==> config.mk <==
export PLATFORM = sky130hd
export DESIGN_NAME = color_key_sprite_blitter_unit
export DESIGN_NICKNAME = d
export VERILOG_FILES = /design/src/rtl/core/ckb_pkg.sv /design/src/rtl/core/ckb_track.sv /design/src/rtl/core/ckb_addr.sv /design/src/rtl/core/color_key_sprite_blitter_unit.sv
export SDC_FILE = /design/constraint.sdc
export NUM_CORES = 1
export LEC_CHECK = 0
export BUFFER_PORTS_ARGS = -buffer_cell sky130_fd_sc_hd__buf_2
export CAP_MARGIN = 20
export CORE_AREA = 2 2 180 146
export DETAILED_ROUTE_END_ITERATION = 10
export DIE_AREA = 0 0 182 148
export PLACE_DENSITY = 0.66
export SYNTH_ARGS = -nofsm -noshare
export SYNTH_HDL_FRONTEND = slang
export SYNTH_HIERARCHICAL = 1
export SYNTH_SLANG_ARGS = --single-unit
==> constraint.sdc <==
create_clock -name clk -period 7.4 [get_ports clk]
set_input_delay 1.48 -clock clk [delete_from_list [all_inputs] [get_ports clk]]
set_output_delay 1.48 -clock clk [all_outputs]
set_load 0.02 [all_outputs]
==> src/rtl/core/ckb_pkg.sv <==
package ckb_pkg;

	localparam int unsigned PARAM_W = 13;

	localparam logic [9:0] ID_LOW      = 10'd498;
	localparam logic [9:0] ID_HIGH     = 10'd583;
	localparam logic [9:0] ID_FLIP_A   = 10'd498;
	localparam logic [9:0] ID_FLIP_B   = 10'd563;
	localparam logic [9:0] ID_FLIP_C   = 10'd578;
	localparam logic [9:0] ID_FLIP_D   = 10'd580;
	localparam logic [7:0] KEY_COLOR   = 8'd10;

	localparam int unsigned CFG_DATA_W = 11;
	localparam int unsigned CFG_IDX_W  = 3;

	localparam logic [CFG_IDX_W-1:0] REG_GRAPHIC_ID = 3'd0;
	localparam logic [CFG_IDX_W-1:0] REG_SRC_WIDTH  = 3'd1;
	localparam logic [CFG_IDX_W-1:0] REG_SRC_HEIGHT = 3'd2;
	localparam logic [CFG_IDX_W-1:0] REG_ORIGIN_X   = 3'd3;
	localparam logic [CFG_IDX_W-1:0] REG_ORIGIN_Y   = 3'd4;
	localparam logic [CFG_IDX_W-1:0] REG_BOX_WIDTH  = 3'd5;
	localparam logic [CFG_IDX_W-1:0] REG_BOX_HEIGHT = 3'd6;
	localparam logic [CFG_IDX_W-1:0] REG_MIRROR_ON  = 3'd7;

	typedef struct packed {
		logic [9:0]         graphic_id;
		logic [8:0]         src_width;
		logic [7:0]         src_height;
		logic signed [10:0] origin_x;
		logic signed [10:0] origin_y;
		logic [9:0]         box_width;
		logic [9:0]         box_height;
		logic               mirror_on;
	} cfg_t;

	typedef struct packed {
		logic        write;
		logic [7:0]  pixel;
		logic [8:0]  column;
		logic [7:0]  row;
		logic [15:0] drawn;
		logic        last;
		logic        rejected;
	} item_t;

endpackage

==> src/rtl/core/ckb_track.sv <==
module ckb_track
	import ckb_pkg::*;
#(
	parameter int unsigned FB_STRIDE = 320,
	parameter int unsigned FB_HEIGHT = 200
) (
	input  logic       clk,
	input  logic       arst_n,
	input  cfg_t       cfg,
	input  logic       in_valid,
	output logic       in_ready,
	input  logic [7:0] pixel,
	output logic       item_valid,
	output item_t      item,
	input  logic       item_take
);

	logic [8:0]  column_q;
	logic [7:0]  row_q;
	logic [15:0] drawn_q;
	logic        valid_s1;
	item_t       item_s1;

	logic         accept;
	logic         id_bad, box_bad, org_neg, x_over, y_over, rej;
	logic         empty, end_row, last, wr;
	logic [PARAM_W-1:0] x_end, y_end;
	logic [15:0]  drawn_next;

	assign in_ready = !valid_s1 || item_take;
	assign accept   = in_valid && in_ready;

	// The checks are evaluated per item from the live configuration.
	always_comb begin
		id_bad  = (cfg.graphic_id < ID_LOW) || (cfg.graphic_id > ID_HIGH);
		box_bad = (cfg.box_width < {1'b0, cfg.src_width})
			|| (cfg.box_height < {2'b00, cfg.src_height});
		org_neg = cfg.origin_x[10] || cfg.origin_y[10];
		x_end   = PARAM_W'(cfg.origin_x[10:0]) + PARAM_W'(cfg.src_width);
		y_end   = PARAM_W'(cfg.origin_y[10:0]) + PARAM_W'(cfg.src_height);
		x_over  = x_end > PARAM_W'(FB_STRIDE);
		y_over  = y_end > PARAM_W'(FB_HEIGHT);
		rej     = id_bad || box_bad || org_neg || x_over || y_over;

		empty   = (cfg.src_width == 9'd0) || (cfg.src_height == 8'd0);
		end_row = empty || ({1'b0, column_q} + 10'd1 >= {1'b0, cfg.src_width});
		last    = empty || (end_row && ({1'b0, row_q} + 9'd1 >= {1'b0, cfg.src_height}));
		wr      = !rej && !empty && (pixel != KEY_COLOR);
		drawn_next = drawn_q + 16'(wr);
	end

	always_ff @(posedge clk or negedge arst_n) begin
		if (!arst_n) begin
			column_q <= '0;
			row_q    <= '0;
			drawn_q  <= '0;
			valid_s1 <= 1'b0;
		end else begin
			if (accept) begin
				valid_s1 <= 1'b1;
				if (last) begin
					column_q <= '0;
					row_q    <= '0;
					drawn_q  <= '0;
				end else if (end_row) begin
					column_q <= '0;
					row_q    <= row_q + 8'd1;
					drawn_q  <= drawn_next;
				end else begin
					column_q <= column_q + 9'd1;
					drawn_q  <= drawn_next;
				end
			end else if (item_take) begin
				valid_s1 <= 1'b0;
			end
		end
	end

	always_ff @(posedge clk) begin
		if (accept) begin
			item_s1.write    <= wr;
			item_s1.pixel    <= pixel;
			item_s1.column   <= column_q;
			item_s1.row      <= row_q;
			item_s1.drawn    <= drawn_next;
			item_s1.last     <= last;
			item_s1.rejected <= rej;
		end
	end

	assign item_valid = valid_s1;
	assign item       = item_s1;

endmodule

==> src/rtl/core/ckb_addr.sv <==
module ckb_addr
	import ckb_pkg::*;
#(
	parameter int unsigned FB_STRIDE = 320
) (
	input  logic        clk,
	input  logic        arst_n,
	input  cfg_t        cfg,
	input  logic        item_valid,
	input  item_t       item,
	output logic        item_take,
	output logic        out_valid,
	input  logic        out_ready,
	output logic        write_valid,
	output logic [15:0] fb_addr,
	output logic [7:0]  write_pixel,
	output logic [15:0] drawn_total,
	output logic        last,
	output logic        rejected
);

	logic        valid_s2;
	logic        write_s2, last_s2, rej_s2;
	logic [15:0] addr_s2, drawn_s2;
	logic [7:0]  pix_s2;

	logic        flip;
	logic [15:0] dx, dy, row_base, addr;

	assign item_take = item_valid && (!valid_s2 || out_ready);

	// Addresses wrap at 16 bits, so all the arithmetic is kept that narrow.
	always_comb begin
		flip = cfg.mirror_on && ((cfg.graphic_id == ID_FLIP_A)
			|| (cfg.graphic_id == ID_FLIP_B) || (cfg.graphic_id == ID_FLIP_C)
			|| (cfg.graphic_id == ID_FLIP_D));
		if (flip) begin
			dx = 16'(cfg.origin_x[10:0]) + 16'(cfg.src_width) - 16'd1
				- 16'(item.column);
		end else begin
			dx = 16'(cfg.origin_x[10:0]) + 16'(item.column);
		end
		dy       = 16'(cfg.origin_y[10:0]) + 16'(item.row);
		row_base = 16'(dy * 16'(FB_STRIDE));
		addr     = row_base + dx;
	end

	always_ff @(posedge clk or negedge arst_n) begin
		if (!arst_n) begin
			valid_s2 <= 1'b0;
		end else if (item_take) begin
			valid_s2 <= 1'b1;
		end else if (out_ready) begin
			valid_s2 <= 1'b0;
		end
	end

	always_ff @(posedge clk) begin
		if (item_take) begin
			write_s2 <= item.write;
			addr_s2  <= item.write ? addr : 16'd0;
			pix_s2   <= item.write ? item.pixel : 8'd0;
			drawn_s2 <= item.drawn;
			last_s2  <= item.last;
			rej_s2   <= item.rejected;
		end
	end

	assign out_valid   = valid_s2;
	assign write_valid = write_s2;
	assign fb_addr     = addr_s2;
	assign write_pixel = pix_s2;
	assign drawn_total = drawn_s2;
	assign last        = last_s2;
	assign rejected    = rej_s2;

endmodule

==> src/rtl/core/color_key_sprite_blitter_unit.sv <==
// Color-keyed sprite blitter. Source pixels enter one item per cycle in raster
// order while in_ready is high. Each input item yields one result item that
// moves through both register stages to the outputs. A new item can be taken
// every cycle while out_ready is high (one input register stage, one result
// register stage, short address arithmetic between them). Pixels equal to the
// key color 10 are not written. A result with write_valid set carries the
// framebuffer byte address (origin plus row and column, row times FB_STRIDE,
// modulo 2^16), with the column mirrored when mirror_on is set and the graphic
// id is one of the flippable ids. The blit is rejected, with no writes, if the
// id lies outside 498..583, the box is smaller than the sprite, an origin is
// negative or the sprite overruns the FB_STRIDE by FB_HEIGHT framebuffer.
// After the item flagged last, the position and drawn count return to zero.
// Write the registers only while no items are in flight.
module color_key_sprite_blitter_unit
	import ckb_pkg::*;
#(
	parameter int unsigned FB_STRIDE = 320,
	parameter int unsigned FB_HEIGHT = 200
) (
	input  logic                  clk,
	input  logic                  arst_n,
	input  logic                  cfg_we,
	input  logic [CFG_IDX_W-1:0]  cfg_index,
	input  logic [CFG_DATA_W-1:0] cfg_data,
	input  logic                  in_valid,
	output logic                  in_ready,
	input  logic [7:0]            pixel,
	output logic                  out_valid,
	input  logic                  out_ready,
	output logic                  write_valid,
	output logic [15:0]           fb_addr,
	output logic [7:0]            write_pixel,
	output logic [15:0]           drawn_total,
	output logic                  last,
	output logic                  rejected
);

	cfg_t  cfg_q;
	logic  item_valid, item_take;
	item_t item;

	always_ff @(posedge clk or negedge arst_n) begin
		if (!arst_n) begin
			cfg_q <= '0;
		end else if (cfg_we) begin
			unique case (cfg_index)
				REG_GRAPHIC_ID: cfg_q.graphic_id <= cfg_data[9:0];
				REG_SRC_WIDTH:  cfg_q.src_width  <= cfg_data[8:0];
				REG_SRC_HEIGHT: cfg_q.src_height <= cfg_data[7:0];
				REG_ORIGIN_X:   cfg_q.origin_x   <= cfg_data[10:0];
				REG_ORIGIN_Y:   cfg_q.origin_y   <= cfg_data[10:0];
				REG_BOX_WIDTH:  cfg_q.box_width  <= cfg_data[9:0];
				REG_BOX_HEIGHT: cfg_q.box_height <= cfg_data[9:0];
				REG_MIRROR_ON:  cfg_q.mirror_on  <= cfg_data[0];
				default: ;
			endcase
		end
	end

	ckb_track #(
		.FB_STRIDE(FB_STRIDE),
		.FB_HEIGHT(FB_HEIGHT)
	) u_track (
		.clk       (clk),
		.arst_n    (arst_n),
		.cfg       (cfg_q),
		.in_valid  (in_valid),
		.in_ready  (in_ready),
		.pixel     (pixel),
		.item_valid(item_valid),
		.item      (item),
		.item_take (item_take)
	);

	ckb_addr #(
		.FB_STRIDE(FB_STRIDE)
	) u_addr (
		.clk        (clk),
		.arst_n     (arst_n),
		.cfg        (cfg_q),
		.item_valid (item_valid),
		.item       (item),
		.item_take  (item_take),
		.out_valid  (out_valid),
		.out_ready  (out_ready),
		.write_valid(write_valid),
		.fb_addr    (fb_addr),
		.write_pixel(write_pixel),
		.drawn_total(drawn_total),
		.last       (last),
		.rejected   (rejected)
	);

endmodule
# ---- Yosys cells after proc, flatten, opt, wreduce, memory -nomap -nowiden
# Index checks and enable logic that the tools add are counted.
# Widths: inputs -> output; s select.
dict set report word_totals {
  register_bits 192
  out_inout_bits 45
  wordCells 110
}
dict set report op_classes {
  add_sub_neg 13
  multipliers 1
  n_lt_le_gt_ge 8
  n_eq_ne 12
  muxes 10
  reduce_logical 40
}
# cell n
set ops {}
lappend ops {{$add 11x9->12} 3}
lappend ops {{$mux 16} 2}
lappend ops {{$eq 10x10->1 const B} 3}
lappend ops {{$add 11x8->12} 2}
lappend ops {{$mux 9} 2}
lappend ops {{$reduce_and 2->1} 9}
lappend ops {{$add 16x1->16} 1}
lappend ops {{$add 16x16->16} 1}
lappend ops {{$mul 16x3->10 const B} 1}
lappend ops {{$mux 8} 2}
lappend ops {{$sub 16x1->16 const B} 1}
lappend ops {{$sub 16x9->16} 1}
lappend ops {{$logic_or 1x1->1} 15}
lappend ops {{$gt 13x8->1 const B} 1}
lappend ops {{$gt 13x9->1 const B} 1}
lappend ops {{$eq 3x3->1 const B} 4}
lappend ops {{$add 9x1->10 const B} 1}
lappend ops {{$eq 10x9->1 const B} 1}
lappend ops {{$ge 10x9->1} 1}
lappend ops {{$gt 10x10->1 const B} 1}
lappend ops {{$lt 10x8->1} 1}
lappend ops {{$lt 10x9->1} 1}
lappend ops {{$lt 10x9->1 const B} 1}
lappend ops {{$add 8x1->9 const B} 1}
lappend ops {{other kinds (13)} 27}

# ---- Logic depth before layout (Yosys ltp)
# Gate-level depths: netlist of the first run.
dict set report logic_depth {
  ltp_word 11
  mapped_depth 27
}

# ---- By module
# Netlist of the first run, hierarchy kept.
# module n_inst cells_per_inst area_per_inst_um2 seq_area_each_um2
set modules_own_cells {}
lappend modules_own_cells {ckb_track 1 478 4996.0 2172.1}
lappend modules_own_cells {ckb_addr 1 466 4352.9 1316.3}
lappend modules_own_cells {color_key_sprite_blitter_unit 1 155 2826.5 1751.7}

# ---- Worst setup path before layout of the first run
# Ideal clock, no wire load.
dict set report synth_path {
  path_type {input to register}
  start {in out_ready}
  end {reg u_track.drawn_q[10]}
  arrival_ns 5.234
  setup_slack_ns 2.045
  stages 8
  path_buffers 1
  cell_sequence {nand2b_1 -> and2_1 -> nand2b_1 -> nand2_1 -> inv_1 -> clkbuf_1 -> o21ai_0 -> a22o_1}
}
dict set report synth_between {
  elab_chain_cells 4
}
# item line_no
set synth_lines {}
lappend synth_lines {{start: declaration} color_key_sprite_blitter_unit.sv:29} ;# input logic out_ready,
lappend synth_lines {{$logic_or 1x1->1} ckb_addr.sv:30} ;# assign item_take = item_valid && (!valid_s2 || out_ready);
lappend synth_lines {{$logic_and 1x1->1} ckb_addr.sv:30}
lappend synth_lines {{named net item_take} color_key_sprite_blitter_unit.sv:39} ;# logic item_valid, item_take;
lappend synth_lines {{$logic_or 1x1->1} ckb_track.sv:30} ;# assign in_ready = !valid_s1 || item_take;
lappend synth_lines {{named net in_ready} color_key_sprite_blitter_unit.sv:26} ;# output logic in_ready,
lappend synth_lines {{$logic_and 1x1->1} ckb_track.sv:31} ;# assign accept = in_valid && in_ready;
lappend synth_lines {{named net u_track.accept} ckb_track.sv:24} ;# logic accept;
lappend synth_lines {{end signal: assignment} ckb_track.sv:68} ;# drawn_q <= drawn_next;
lappend synth_lines {{end signal: assignment} ckb_track.sv:71} ;# drawn_q <= drawn_next;
lappend synth_lines {{end: declaration} ckb_track.sv:20} ;# logic [15:0] drawn_q;
# The timed path passes the listed nets, and every way through them passes these cells.
# A chain may end at the register's enable or synchronous reset.

# ---- Worst setup path in the final report of the first run
dict set report layout_path {
  start {reg cfg_q[33] (netlist bit)}
  end {reg u_addr.addr_s2[15] (netlist: u_addr/fb_addr[15]), data pin}
}
dict set report layout_between {
  elab_chain_cells 5
}
# item line_no
set layout_lines {}
lappend layout_lines {{start: declaration} color_key_sprite_blitter_unit.sv:38} ;# cfg_t cfg_q;
lappend layout_lines {{$add 11x9->12} ckb_addr.sv:38} ;# dx = 16'(cfg.origin_x[10:0]) + 16'(cfg.src_width) - 16'd1
lappend layout_lines {{$sub 16x1->16} ckb_addr.sv:38}
lappend layout_lines {{$sub 16x9->16} ckb_addr.sv:39} ;# - 16'(item.column);
lappend layout_lines {{$mux 16 (*)} ckb_addr.sv:37} ;# if (flip) begin
lappend layout_lines {{$add 16x16->16 (*)} ckb_addr.sv:45} ;# addr = row_base + dx;
lappend layout_lines {{end signal: assignment} ckb_addr.sv:61} ;# addr_s2 <= item.write ? addr : 16'd0;
lappend layout_lines {{end: declaration} ckb_addr.sv:24} ;# logic [15:0] addr_s2, drawn_s2;
# Mark *: on every way between the ends. The rest lies on a longest branch, timed or not.

==> results of run 1 <==
worst reg2reg max path, delay by kind of cell, from the launching register on:
kind	cells	cell delay, ns
compound gates	7	1.60
simple gates	7	0.84
buf+inv	2	0.16
xor+xnor	3	0.41
fa+ha+maj	5	1.60
flops	1	0.46
power by group:
group	total (W)	switching [W]	leakage, nW	internal, W
Clock	0.000993	0.000438	0.304	0.000555
Combinational	0.00271	0.00147	3.64	0.00124
Sequential	0.00150	0.000174	2.16	0.00132
Total	0.00520	0.00208	6.11	0.00312
cells by family after synthesis:
family	synth area share
simple gates	0.127
mux	0.0822
xor+xnor	0.0583
buf+inv	0.0370
fa+ha+maj	0.140
flops	0.430
compound gates	0.125
worst max path at each step:
stage                     startpoint                   to  depth (start not counted)
after floorplan            out_ready  u_track/drawn_q[10]                          8
after global placement     cfg_q[33]   u_addr/fb_addr[15]                         24
after detailed placement   cfg_q[33]   u_addr/fb_addr[15]                         24
after CTS                  cfg_q[33]   u_addr/fb_addr[15]                         24
after global routing       cfg_q[33]   u_addr/fb_addr[15]                         24
final                      cfg_q[33]   u_addr/fb_addr[15]                         24
layout by cell type, fill, tap and decap left out, types with 9 or more instances in the layout:
cell type / instances
nor2_1: 47
inv_1: 88
o21ai_0: 58
nand3_1: 27
nand2_1: 66
nor2b_1: 21
a21oi_1: 43
nor3_1: 17
edfxtp_1: 87
and3_1: 11
nand4_1: 11
dfrtp_1: 105
buf_2: 70
mux2_1: 11
mux2_4: 37
xnor2_1: 51
mux2_2: 25
ha_1: 123
a21o_1: 19
clkbuf_16: 17
xor2_1: 30
a211oi_1: 9
a22o_1: 16
nand2b_1: 26
and2_1: 18
sequential cells by signal, summed over array words and instances, names as in the netlist:
| name | cells |
|---|---|
| u_addr/fb_addr | 16 |
| u_addr/last | 1 |
| u_track/column_q | 9 |
| u_track/item_valid | 1 |
| u_track/item | 44 |
| u_addr/rejected | 1 |
| u_track/drawn_q | 16 |
| u_addr/drawn_total | 16 |
| cfg_q | 70 |
| u_addr/out_valid | 1 |
| u_track/row_q | 8 |
| u_addr/write_pixel | 8 |
| u_addr/write_valid | 1 |
cell type report:
cell class                      instances  share of cell area
Clock buffer                           19              0.0328
Inverter                               89              0.0247
Clock inverter                         13              0.0145
Tap cell                              324              0.0300
Timing Repair Buffer                   76              0.0293
Sequential cell                       192               0.388
Multi-Input combinational cell        799               0.480
per-layer routing:
layer  wire [um]  GRT usage  vias to the layer above
met1       13400      0.297                     4042
met2       11300      0.299                      187
met5           0          0                        -
li1            -          -                     4151
met3        1300     0.0384                       18
met4         272     0.0456                        0
metrics by stage:
step                hold WS, ns  area [um2]
global placement          0.403       12900
detailed placement        0.405       12900
CTS                       0.422       13500
finish                    0.422       13500
floorplan                 0.400       12200
global route              0.429       13500
==> impl_metrics.toml, run 1 <==
[critical_path]
cpPeakStageDelay_ns = 0.46
slowest_stage = "dfrtp_1"
critical_path_class = "flop to flop"
crit_family = "adder cells"
worstSetupStartpointType = "flop"
cp_max_fo = 5
end_kind = "flop"
timing.critical_path.buf_inv = 2
cp.required_ns = 7.59
worst-r2r-cell-count = 24
worstReg2RegEnd = "u_addr/fb_addr[15]"
critPathArrivalTime_ns = 5.49
path_cells = "inv_1, ha_1, inv_1, ha_1, fa_1, a21oi_1, nor2b_1, nor2_1, xnor2_1, ha_1, nor3_1, nor2_1, a41oi_1, nand3_1, xnor2_1, o22ai_1, ha_1, a21oi_1, o21ai_0, a21oi_1, nor2_1, o31ai_1, xnor2_1, and2_1"
reg2reg_from = "cfg_q[33]"
crit_top_cell = "ha_1"
reg2reg_slack_ns = 2.10

[placed_design]
port_buffers = 71
dp_cells = 1480
gp_congestion = 0.852
place_hpwl_um = 19500
dp_slack_ns = 2.13

[route]
dr.pass1.iters = 7
wl_per_cell_um = 17.4
drtAntennaViolNets = 0
routed_wirelength_um = 26300
drt_iter0_markers = 523
route.detailed.drc = 0
via_count = 8398
via_per_inst = 5.55

[timing]
finalSetupViolCount = 0
setup_ws_ns = 2.10
finalHoldViolCount = 0
tightest_slew_ns = 1.05
period_share = 0.716
layout_min_cycle_time_ns = 5.30
timing.fmax_mhz = 189
max_slew_margin = 0.301
finalSetupTns_ns = 0
clock_skew_ns = 0.00982
maxSlewViolCount = 0
rsz0062_at_grt = "false"

[die]
fp.coreArea_um2 = 25100
start_util = 0.485
rows = 52
die_area_um2 = 26900
die_w_um = 182
die_h_um = 148
num_io_pins = 72

[yosys]
yosysUniqueCellTypes = 78
synth.net_count = 1257
ys_async_sr_fraction = 0.547
yosysTopAreaCell = "dfrtp_1"
yosys-top-cells-count = "123 x ha_1, 105 x dfrtp_1, 89 x inv_1, 87 x edfxtp_1, 66 x nand2_1"
yosys.cell_count.top_type = "ha_1"
yosysSeqAreaShare = 0.430
ys_ff_latch = 192
synth_cells = 1099
synth.top_cell.area_share = 0.216
yosysWarnings = 6
syn-cell-area_um2 = 12200
dominantRegCellSynth = "dfrtp_1"
synthTopCellsByArea = "dfrtp_1 22%, edfxtp_1 21%, ha_1 13%"
synth_edf_count = 87
avgSynthCellArea_um2 = 11.1

[finish]
instances_no_fill = 1512
multi_input_comb_area_um2 = 6490
area_growth_pct = 10.9
antennaDiodeCount = 0
nets = 1333
regArea_um2 = 5240
fill_cells = 2174
utilization = 0.538
layout-drive-gt1-share = 0.159

[clocking]
cts_root_buf = "clkbuf_16"
ctsHtreeMaxLevel = 4
hold_buffers = 0
cts_inserted_buffers = 17
post_cts_resized = 0
cts_tree = "yes"
clkTransAtPathRegs_ns = 0.07
numClockSinks = 192
clk_path_buf_depth = 2
cts_setup_buffers = 0
clkLatencyLatePin_ns = 0.44

[flow_run]
maxCapViolCount = 0

[global_routing]
grt_start_max_net_pins = 55
grt_pass1_vias = 8088
overflow = 0
antenna_found_initial = 0
grt_pass1_wl_um = 42000
grtUsageTotal = 0.199

[pwr]
pwr_density_cell_nw_per_um2 = 385
leakagePower_nw = 6.11
worst_ir_drop_vdd_v = 0.000210
fin_total_pwr_w = 0.00520

[hold_path]
min_from = "u_track/item[2]"
min_path_type = "flop to flop"
holdPathEnd = "u_addr/drawn_total[0]"
min_path_cells = 0

[run_status]
status = "finished, final reports clean"
(Power assumes the default switching activity.)
==> run 2: changes to the inputs <==
Settings changed: PLACE_DENSITY 0.66 to 0.68.
Clock period 7.4 ns to 4.7 ns, I/O delays scaled along.
==> run 2 against run 1 <==
The run now ends with negative setup slack left. Global-route usage rose by 0.67 points. Design area increased by 5.3%. Flip-flop and latch count is the same. Maximum frequency rose by 11%. Final cell count increased by 5.2%. Critical path type unchanged. Clock-buffer cell count rose by 2. Worst hold slack lost 0.087 ns. Routed wire length grew 3.4%. Utilization rose by 2.8 points. Largest cell class unchanged.
==> impl_metrics.toml, run 2 (synthesized netlist as in run 1, its figures left out) <==
[route]
dr.pass1.iters = 5
drtAntennaViolNets = 0
via_per_inst = 5.47
route.detailed.drc = 0
wl_per_cell_um = 17.1
routed_wirelength_um = 27200
via_count = 8708
drt_iter0_markers = 551

[clocking]
clkTransAtPathRegs_ns = 0.08
hold_buffers = 0
clk_path_buf_depth = 2
ctsHtreeMaxLevel = 4
cts_root_buf = "clkbuf_16"
clkLatencyLatePin_ns = 0.44
cts_tree = "yes"
cts_inserted_buffers = 17
numClockSinks = 192

[critical_path]
end_kind = "flop"
cp_max_fo = 4
reg2reg_from = "cfg_q[33]"
cp.required_ns = 4.90
worst-r2r-cell-count = 24
critPathArrivalTime_ns = 4.96
timing.critical_path.buf_inv = 4
slowest_stage = "or4_1"
worstReg2RegEnd = "u_addr/fb_addr[15]"
crit_family = "compound AO/OA/AOI/OAI gates"
cp.depth = 24
cpPeakStageDelay_ns = 0.44
worstSetupStartpointType = "flop"
critical_path_class = "flop to flop"
reg2reg_slack_ns = -0.06
path_cells = "inv_2, ha_4, inv_2, ha_4, fa_2, a21oi_2, buf_4, buf_4, o2111a_1, xnor2_1, ha_1, o21a_1, o31a_1, o21a_1, a21oi_2, ha_4, a21o_1, a21oi_2, o21ai_1, or4_1, o21ai_2, o31ai_2, xnor2_1, and2_1"

[timing]
tightest_slew_ns = 0.916
layout_min_cycle_time_ns = 4.76
max_slew_margin = 0.386
finalSetupViolCount = 1
period_share = 1.01
rsz0062_at_grt = "true"
finalSetupTns_ns = -0.0627
timing.fmax_mhz = 210
finalHoldViolCount = 0
maxSlewViolCount = 0
hold_ws_ns = 0.335
setup_ws_ns = -0.0627
clock_skew_ns = 0.0110

[die]
start_util = 0.485
fp.coreArea_um2 = 25100
die_w_um = 182
num_io_pins = 72
die_h_um = 148
die_area_um2 = 26900
rows = 52

[global_routing]
grt_start_max_net_pins = 81
antenna_found_initial = 0
overflow = 0
grt_pass1_wl_um = 43400
grt_pass1_vias = 8542
grtUsageTotal = 0.205

[finish]
largest_register = "cfg_q"
layout_commonest_cell = "ha_1"
largest_register_ffs = 70
nets = 1412
final_cell_mix = "119 x ha_1, 105 x dfrtp_1, 87 x edfxtp_1, 84 x inv_1, 83 x buf_4"
utilization = 0.566
area_growth_pct = 16.7
layout-drive-gt1-share = 0.233
antennaDiodeCount = 0

[pwr]
pwr-share-comb = 0.588
worst_ir_drop_vdd_v = 0.000372
p_seq_frac = 0.252
p_clk_frac = 0.161
power.internal_w = 0.00558
switching_share = 0.392
fin_total_pwr_w = 0.00918
leakagePower_nw = 6.51
p_switching_w = 0.00360
pwr_density_cell_nw_per_um2 = 646

[flow_run]
maxCapViolCount = 0

[run_status]
status = "finished, violations left"
violations = "negative setup slack"

[hold_path]
min_path_type = "input port to async pin"

[placed_design]
place_hpwl_um = 20100
port_buffers = 71
gp_congestion = 0.900
dp_slack_ns = -0.181
==> run 2: final cells by class <==
type	count	area [um2]
Timing Repair Buffer	155	1010
Inverter	89	334
Multi-Input combinational cell	799	6630
Fill cell	2152	10900
Clock buffer	21	470
Tap cell	324	405
Sequential cell	192	5240
Clock inverter	11	123
==> run 2: how the worst max path moves through the flow <==
stage | from | endpoint | slack [ns]
after CTS | cfg_q[33] | u_addr/fb_addr[15] | -0.05
after global routing | cfg_q[33] | u_addr/fb_addr[15] | -0.32
after detailed placement | cfg_q[34] | u_addr/fb_addr[15] | -0.18
after floorplan | cfg_q[33] | u_addr/fb_addr[15] | 0.006
final | cfg_q[33] | u_addr/fb_addr[15] | -0.06
after global placement | cfg_q[33] | u_addr/fb_addr[15] | -0.03
==> run 2: per-layer routing <==
layer  vias up  wire, um  track usage
met5         -         0            0
met4         0       355       0.0492
met3        22      1210       0.0399
met2       199     12000        0.314
met1      4186     13600        0.302
li1       4301         -            -
==> run 2: repair_timing <==
action                                  in CTS  in global routing
endpoints found under the hold margin        0                  0
pin swaps                                   26                 13
setup buffers                               16                  4
resized for setup                           21                 15
endpoints found under the setup margin       3                  6
==> run 2: worst register-to-register path: cells and delay by family (launching register included) <==
kind	cells	cell delay [ns]
compound gates	11	1.60
xor+xnor	2	0.22
buf+inv	4	0.32
fa+ha+maj	5	1.42
simple gates	2	0.59
flops	1	0.36
==> run 2: power by group through the flow <==
stage / Clock, W / Sequential [W] / Combinational [W]
2_1_floorplan: 0 / 0.00239 / 0.00334
3_3_place_gp: 0 / 0.00234 / 0.00462
3_5_place_dp: 0 / 0.00234 / 0.00474
4_1_cts: 0.00150 / 0.00231 / 0.00509
5_1_grt: 0.00157 / 0.00235 / 0.00596
6_report: 0.00148 / 0.00231 / 0.00540
==> run 2: through the flow <==
stage,area (um2),cells
floorplan,12200,1099
global placement,13300,1537
detailed placement,13300,1537
CTS,14100,1585
global route,14200,1591
finish,14200,1591
